File: config.mk
export PLATFORM = sky130hd
export DESIGN_NAME = sbbd_ctrl
export DESIGN_NICKNAME = d
export VERILOG_FILES = /design/src/sbbd_pkg.sv /design/src/sbbd_ctrl.sv
export SDC_FILE = /design/constraint.sdc
export NUM_CORES = 1
export LEC_CHECK = 0
export ABC_AREA = 1
export BUFFER_PORTS_ARGS = -buffer_cell sky130_fd_sc_hd__buf_2
export CORE_AREA = 4 4 41 43
export CTS_CLUSTER_SIZE = 16
export DETAILED_ROUTE_END_ITERATION = 10
export DIE_AREA = 0 0 45 47
export GPL_TIMING_DRIVEN = 0
export REMOVE_ABC_BUFFERS = 1
export SYNTH_ARGS = -nofsm -noshare
export SYNTH_HDL_FRONTEND = slang
export SYNTH_SLANG_ARGS = --single-unit
export TNS_END_PERCENT = 1
File: constraint.sdc
create_clock -name i_clk -period 1.2 [get_ports i_clk]
set_clock_uncertainty 0.05 [all_clocks]
set_input_delay 0.24 -clock i_clk [delete_from_list [all_inputs] [get_ports i_clk]]
set_output_delay 0.24 -clock i_clk [all_outputs]
set_load 0.005 [all_outputs]
File: src/sbbd_pkg.sv
// ----------------------------------------------------------------------------
// sbbd_pkg
// Shared constants and controller/datapath interface types for the
// spectral band beat detector.
// ----------------------------------------------------------------------------
`default_nettype none

package sbbd_pkg;

    localparam int BAND_COUNT     = 128;
    localparam int FRAMES_KEPT    = 7;
    localparam int BINS_EACH_BAND = 24;

    localparam int FIELD_W  = 28;
    localparam int SQ_W     = 2 * FIELD_W;
    localparam int ENERGY_W = 62;
    localparam int THR_W    = 8;
    localparam logic [THR_W-1:0] THR_RESET = THR_W'(96);

    localparam int MEM_DEPTH = FRAMES_KEPT * BAND_COUNT;
    localparam int ADDR_W    = $clog2(MEM_DEPTH);
    localparam int SLOT_W    = $clog2(FRAMES_KEPT);
    localparam int KCNT_W    = $clog2(FRAMES_KEPT);
    localparam int BAND_W    = $clog2(BAND_COUNT + 1);
    localparam int POS_W     = (BINS_EACH_BAND > 1) ? $clog2(BINS_EACH_BAND) : 1;
    localparam int SUM_W     = ENERGY_W + $clog2(FRAMES_KEPT);
    localparam int PROD_W    = SUM_W + THR_W;
    localparam int BIT_W     = $clog2(THR_W);
    localparam int SCALE     = FRAMES_KEPT * 16;

    typedef struct packed {
        logic clr_wr;
        logic capture;
        logic square;
        logic accum;
        logic hist_wr;
        logic rd_issue;
        logic rd_add;
        logic mul_init;
        logic mul_step;
        logic compare;
        logic finish;
    } t_cmd;

    typedef struct packed {
        logic clr_done;
        logic out_free;
        logic in_range;
        logic pos_end;
        logic k_done;
        logic mul_done;
    } t_stat;

endpackage

`default_nettype wire

File: src/sbbd_ctrl.sv
// ----------------------------------------------------------------------------
// sbbd_ctrl
// Sequencing state machine: clears the history after reset, then walks each
// accepted bin through square, accumulate and, at band ends, history update,
// history sum, threshold multiply and compare.
// ----------------------------------------------------------------------------
`default_nettype none

module sbbd_ctrl (
    input  wire logic           i_clk,
    input  wire logic           i_rst_n,
    input  wire logic           i_in_valid,
    input  wire sbbd_pkg::t_stat i_stat,
    output logic                o_in_stall,
    output sbbd_pkg::t_cmd      o_cmd
);
    import sbbd_pkg::*;

    typedef enum logic [3:0] {
        S_CLEAR, S_IDLE, S_SQ, S_ACC, S_WR, S_RD, S_ADD, S_MUL, S_CMP
    } t_state;

    t_state r_state;
    t_state n_state;
    logic   w_ready;

    assign w_ready    = (r_state == S_IDLE) && i_stat.out_free;
    assign o_in_stall = !w_ready;

    always_comb begin
        o_cmd   = '0;
        n_state = r_state;
        case (r_state)
            S_CLEAR: begin
                o_cmd.clr_wr = 1'b1;
                if (i_stat.clr_done) begin
                    n_state = S_IDLE;
                end
            end
            S_IDLE: begin
                if (w_ready && i_in_valid) begin
                    o_cmd.capture = 1'b1;
                    n_state       = S_SQ;
                end
            end
            S_SQ: begin
                o_cmd.square = 1'b1;
                n_state      = S_ACC;
            end
            S_ACC: begin
                if (i_stat.in_range) begin
                    o_cmd.accum = 1'b1;
                end
                if (i_stat.in_range && i_stat.pos_end) begin
                    n_state = S_WR;
                end else begin
                    o_cmd.finish = 1'b1;
                    n_state      = S_IDLE;
                end
            end
            S_WR: begin
                o_cmd.hist_wr = 1'b1;
                n_state       = S_RD;
            end
            S_RD: begin
                o_cmd.rd_issue = 1'b1;
                n_state        = S_ADD;
            end
            S_ADD: begin
                o_cmd.rd_add = 1'b1;
                if (i_stat.k_done) begin
                    o_cmd.mul_init = 1'b1;
                    n_state        = S_MUL;
                end else begin
                    n_state = S_RD;
                end
            end
            S_MUL: begin
                o_cmd.mul_step = 1'b1;
                if (i_stat.mul_done) begin
                    n_state = S_CMP;
                end
            end
            S_CMP: begin
                o_cmd.compare = 1'b1;
                o_cmd.finish  = 1'b1;
                n_state       = S_IDLE;
            end
            default: begin
                n_state = S_IDLE;
            end
        endcase
    end

    always_ff @(posedge i_clk) begin
        if (!i_rst_n) begin
            r_state <= S_CLEAR;
        end else begin
            r_state <= n_state;
        end
    end

endmodule

`default_nettype wire

# Word-level counts from Yosys, hierarchy flattened
# Cells that the tools add are included.
[word_totals] regBits=4 in_bits=9 output_inout_bits=12 elab_cells=38
[classes] eq_ne=11 n_mux=20 reduce_logical=6
[op_table] cell="case mux 4 bit (8 select lines)" n=1
[op_table] cell="equality test 4 x 3 -> 1 bit (second input constant)" n=4
[op_table] cell="2-to-1 mux 1 bit" n=12
[op_table] cell="2-to-1 mux 4 bit" n=3
[op_table] cell="equality test 4 x 2 -> 1 bit (second input constant)" n=2
[op_table] cell="equality test 4 x 1 -> 1 bit (second input constant)" n=1
[op_table] cell="equality test 4 bit (second input constant)" n=1
[op_table] cell="zero test 4 bit" n=1
[op_table] cell="2-to-1 mux 2 bit" n=2
[op_table] cell="!= test 2 bit (second input constant)" n=2
[op_table] cell="logical AND 1 bit" n=3
[op_table] cell="2-to-1 mux 3 bit" n=1
[op_table] cell="AND reduction 3 bit" n=1
[op_table] cell="!= test 2 x 1 -> 1 bit (second input constant)" n=1
[op_table] cell="case mux 1 bit (2 select lines)" n=1
[op_table] cell="zero test 1 bit" n=1

# Depth between registers and ports, before layout
# Gate-level depths: netlist of run 1.
[logic_depth] ltp_word=5 mapped_depth=9 ltp_nobuf=9

# Worst setup path after synthesis of run 1
# Ideal clock, no wire load.
[synth_timing] path_type="register to output" from="reg r_state[3]" to="out o_cmd[9] (netlist name)" t_arrival_ns=0.885 slack_ns=0.025 path_stages_with_launch=6 n_path_buf=0 cell_sequence="dfxtp_1 nor2_2 inv_1 nor2_1 nand2_1 nor2_1"
[synth_lines] element="start: declaration" line="sbbd_ctrl.sv:23" text="t_state r_state;"
[synth_lines] element="start signal: assignment" line="sbbd_ctrl.sv:99" text="r_state <= n_state;"
[synth_lines] element="end: declaration" line="sbbd_ctrl.sv:15" text="output sbbd_pkg::t_cmd o_cmd"

==> results.yml, run 1 <==
status:
  outcome: "finished with violations"
  violations: "negative setup slack"
timing:
  fin_crit_sh_pct: 116
  min_period_ns: 1.39
  rsz0062_at_grt: "true"
  maxSlewHeadroom_pct: 88.9
  setup-violations-final: 15
  hold_viol_final: 0
  maxSlewViolCount: 0
  tightest_slew_ns: 0.165
  max_freq_mhz: 721
  setup_ws_ns: -0.187
flow_run:
  drv_cap: 0
grt:
  overflow: 0
  track_usage_pct: 10.6
  grt_pass1_vias: 438
  grt_first_pass_wirelength_um: 1570
  antenna_found_initial: 0
  grt_max_degree: 6
clock_tree:
  cts_tree: "built"
  cts_buffer_depth: 2
  numClockSinks: 4
  cts_max_level: 1
  cts.clk_slew.worst_paths_ns: 0.04
  cts_made_buffers: 3
  clock_latency_ns: 0.23
  cts_root_buf: "clkbuf_4"
setup_path:
  critPathSlowestCell: "dfxtp_2"
  start_kind: "flip-flop"
  endpoint_kind: "primary output"
  criticalPathCategory: "reg -> out"
  cp_data_required_time_ns: 0.91
  cp_num_buf_inv: 2
  reg2reg_slack_ns: -0.07
  cp_top_family: "flip-flops"
  cp_cell_sequence: "nor2_4 > buf_4 > nand3_1 > o21ai_1 > buf_2"
  worst-path-max-fanout: 5
  crit_arrival_ns: 1.10
  max_stage_delay_ns: 0.33
final_layout:
  largest_reg_flops: 4
  final_util_pct: 42.0
  nets: 108
  top_register: "r_state"
  insertedDiodeCount: 0
  finalNonFillerCells: 112
  final_cell_area_um2: 547
  reg_top3: "r_state (4)"
  register_area_um2: 87.6
  drive_gt1_share_pct: 42.3
  multi_input_area_um2: 220
  final_cell_mix: "inv_1 (20), buf_2 (20), nand2_1 (16), nor2_1 (9), nor2_2 (6)"
  syn2layout_area_growth_pct: 48.6
  n_fill_cell: 155
yosys:
  synth.area.top_cells: "dfxtp_1 (22%), inv_1 (21%), nand2_1 (16%), nor2_1 (13%), nand3_1 (5.4%)"
  syn_area_per_cell_um2: 5.11
  synth_top_area_cell: "dfxtp_1"
  synth_top_area_share_pct: 21.8
  netlist_instances: 72
  ys_seq_area_share_pct: 21.8
  synth_cell_types: 13
  ys.warnings.count: 0
  syn_area_um2: 368
  ys_ff_latch: 4
placement:
  dp_hpwl_um: 786
  dp_slack_ns: -0.152
  placed_cells: 107
  place.gp.congestion: 0.691
  io_buffers: 20
  place_area_um2: 487
routing:
  dr.pass1.iters: 2
  drc: 0
  drt-total-wl_um: 935
  num_vias: 480
  final_antenna_net_count: 0
  wl_per_cell_um: 8.35
  drt_iter0_markers: 3
  viasPerCell: 4.29
die:
  pin_count: 21
  die_h_um: 47
  initial_core_util_pct: 28.3
  die_area_mm2: 0.00212
  die_x_um: 45
  num_rows: 13
  core_mm2: 0.00130
power_and_ir_drop:
  powerDensity_mw_per_mm2: 1000
  leakage_nw: 0.387
  peakVddDrop_mv: 0.538
  p_total_uw: 549
worst_hold_path:
  hold_path.class: "in -> reg"
[where the power goes]
part | total [mW] | internal (mW) | switching, mW
Combinational | 0.216 | 0.0886 | 0.128
Sequential | 0.166 | 0.149 | 0.0173
Clock | 0.166 | 0.112 | 0.0546
[Yosys cell counts]
| library cell | instances |
|---|---|
| inv_1 | 21 |
| nor2_2 | 3 |
| nand2_1 | 16 |
| nand2_2 | 3 |
| nand3b_1 | 1 |
| o21ai_1 | 1 |
| o21ai_0 | 2 |
| nor2_1 | 13 |
| dfxtp_1 | 4 |
| inv_2 | 1 |
| nand3_1 | 4 |
| o22ai_1 | 1 |
| a21oi_1 | 2 |
[worst paths after layout]
check	from	end	cells past startpoint
hold reg to reg	r_state[2]	r_state[3]	4
setup / recovery	r_state[2]	o_cmd[0]	5
hold / removal	i_rst_n	r_state[3]	3
setup reg to reg	r_state[2]	r_state[3]	8
[per-stage QoR]
step | TNS, ns | hold slack [ns]
4_1_cts | -1.81 | 0.183
3_3_place_gp | -0.240 | 0.440
3_5_place_dp | -0.252 | 0.444
5_1_grt | -3.13 | 0.191
6_report | -1.60 | 0.193
2_1_floorplan | 0 | 0.301
[metal layers]
metal | global-route usage, % | share of wire, %
met4 | 8.77 | 3.1
met5 | 0 | 0
met1 | 10.7 | 40
met2 | 18.6 | 47
met3 | 2.30 | 9.1
[worst reg2reg max path, stage by stage (launching register included)]
cell and delay [ns]:
dfxtp_2 0.36, nor2_4 0.05, buf_4 0.14, buf_4 0.13, nand3b_1 0.13, nand2_2 0.09, nor2_2 0.13, nand2_1 0.06
nor2_1 0.07
[area by class of cell]
cell class | instances | share of cell area, %
Clock buffer | 3 | 4.12
Timing Repair Buffer | 22 | 21.1
Sequential cell | 4 | 16.0
Inverter | 22 | 15.1
Tap cell | 15 | 3.43
Multi-Input combinational cell | 46 | 40.3
[kinds of logic after synthesis]
logic type             after synthesis  share of synthesized area, %
AND/OR/NAND/NOR                     40                          47.3
buffers and inverters               22                          22.4
AO/OA/AOI/OAI                        6                          8.50
flip-flops                           4                          21.8
[timing repair]
| action | in CTS | in global routing |
|---|---|---|
| hold buffers | 0 | 0 |
| buffers inserted | 2 | 0 |
| gates resized for setup | 10 | 2 |
| cloned | 0 | 0 |
| pin swaps | 1 | 0 |
| setup endpoints to repair | 13 | 15 |
No activity file was read; power rests on OpenSTA's default activity.
==> run 2, diff against run 1 <==
--- a/config.mk
+++ b/config.mk
@@ -13,6 +13,7 @@
 export DIE_AREA = 0 0 45 47
 export GPL_TIMING_DRIVEN = 0
 export REMOVE_ABC_BUFFERS = 1
+export SKIP_LAST_GASP = 1
 export SYNTH_ARGS = -nofsm -noshare
 export SYNTH_HDL_FRONTEND = slang
 export SYNTH_SLANG_ARGS = --single-unit
==> results.yml, run 2 (same netlist as run 1, synthesis figures left out) <==
grt:
  antenna_found_initial: 0
  overflow: 0
  grt_max_degree: 6
  track_usage_pct: 10.3
  grt_pass1_vias: 432
  grt_first_pass_wirelength_um: 1520
status:
  outcome: "finished with violations"
  violations: "negative setup slack"
worst_hold_path:
  whs_path_depth: 3
  min-delay-start: "i_rst_n"
  hold_path.class: "in -> reg"
  hold_path_end: "r_state[3]"
setup_path:
  criticalPathCategory: "reg -> out"
  start_kind: "flip-flop"
  reg2reg_slack_ns: -0.07
  endpoint_kind: "primary output"
  crit_arrival_ns: 1.10
  r2r-start: "r_state[3]"
  timing.rr.end: "r_state[3]"
  worst-path-max-fanout: 5
  cp_data_required_time_ns: 0.91
  ff2ff_path_depth: 8
clock_tree:
  numClockSinks: 4
  cts_max_level: 1
  cts_tree: "built"
  cts.clk_slew.worst_paths_ns: 0.04
  cts_buffer_depth: 2
  clock_latency_ns: 0.23
  postCtsHoldBufs: 0
  cts_made_buffers: 3
  cts_root_buf: "clkbuf_4"
routing:
  viasPerCell: 4.18
  num_vias: 468
  drt-total-wl_um: 898
  drt_iter0_markers: 4
  dr.pass1.iters: 2
  final_antenna_net_count: 0
  drc: 0
  wl_per_cell_um: 8.02
timing:
  rsz0062_at_grt: "true"
  max_freq_mhz: 717
  min_period_ns: 1.39
  tightest_slew_ns: 0.167
  maxSlewHeadroom_pct: 88.8
  hold_viol_final: 0
  setup-violations-final: 15
  tns_ns: -1.59
  fin_crit_sh_pct: 116
  maxSlewViolCount: 0
  setup_ws_ns: -0.194
die:
  core_mm2: 0.00130
  pin_count: 21
  die_area_mm2: 0.00212
  num_rows: 13
  die_h_um: 47
  initial_core_util_pct: 28.3
  die_x_um: 45
power_and_ir_drop:
  pwr-share-clk_pct: 30.4
  power_switching_uw: 198
  switching_share_pct: 36.0
  pwr-share-seq_pct: 30.8
  peakVddDrop_mv: 0.539
  comb_power_share_pct: 38.8
  p_total_uw: 549
  leakage_nw: 0.389
  power.internal_uw: 352
  powerDensity_mw_per_mm2: 1010
final_layout:
  top_register: "r_state"
  final_cell_mix: "inv_1 (20), buf_2 (20), nand2_1 (16), nor2_1 (9), nor2_2 (6)"
  largest_reg_flops: 4
  n_fill_cell: 155
  reg_top3: "r_state (4)"
  drive_gt1_share_pct: 42.3
  insertedDiodeCount: 0
  nets: 108
  syn2layout_area_growth_pct: 48.0
flow_run:
  drv_cap: 0
placement:
  place.gp.congestion: 0.691
  io_buffers: 20
  dp_hpwl_um: 786
-- run 2: changes by cell type in the layout (fill, tap and decap cells not counted) --
cell / previous run / this run
dfxtp_2: 3 / 4
dfxtp_4: 1 / 0
o21ai_0: 1 / 2
o21ai_1: 2 / 1
-- run 2: worst max-delay path by stage --
stage / from / slack, ns / endpoint / cells past startpoint
finish: r_state[2] / -0.19 / o_cmd[0] / 5
global route: r_state[2] / -0.30 / o_cmd[9] / 6
CTS: r_state[2] / -0.22 / o_cmd[0] / 5
detailed placement: r_state[3] / -0.15 / o_cmd[9] / 6
global placement: r_state[3] / -0.14 / o_cmd[9] / 6
floorplan: r_state[3] / 0.03 / o_cmd[9] / 5
-- run 2: stage by stage --
stage	cells	util [%]	hold slack [ns]	setup slack (ns)	instance area (um^2)
2_1_floorplan	72	-	0.301	0.0252	368
3_3_place_gp	107	37.4	0.440	-0.139	487
3_5_place_dp	107	37.4	0.444	-0.152	487
4_1_cts	112	41.3	0.184	-0.220	538
5_1_grt	112	41.8	0.194	-0.300	544
6_report	112	41.8	0.195	-0.194	544
-- run 2: worst max-delay path, cell delays in order (launching register included) --
cell	delay (ns)
dfxtp_2	0.33
nor2_4	0.11
buf_4	0.13
nand3_1	0.09
o21ai_0	0.08
buf_2	0.13
-- run 2: layout make-up --
class,count,area [um^2],share of cell area [%]
multi-input cells,46,220,40.5
repair buffers,22,115,21.1
clock buffers,3,22.5,4.14
flip-flops and latches,4,85.1,15.6
well taps,15,18.8,3.45
inverters,22,82.6,15.2
-- run 2: what timing repair did --
item,in CTS,in global routing
setup buffers,2,0
endpoints found under the setup margin,13,15
gates cloned,0,0
pin swaps,1,0
resized for setup,6,4
-- run 2: power by group through the flow --
stage / Combinational [mW] / Clock [mW] / Sequential (mW)
finish: 0.213 / 0.167 / 0.169
global route: 0.251 / 0.189 / 0.171
CTS: 0.215 / 0.177 / 0.166
detailed placement: 0.205 / 0 / 0.164
global placement: 0.202 / 0 / 0.164
floorplan: 0.139 / 0 / 0.161
-- run 2: per-layer routing --
metal | GRT usage, % | vias up | wire, um
met3 | 2.30 | 3 | 85
met4 | 8.77 | 0 | 29
met5 | 0 | - | 0
met1 | 10.5 | 189 | 377
li1 | - | 258 | -
met2 | 17.8 | 18 | 406
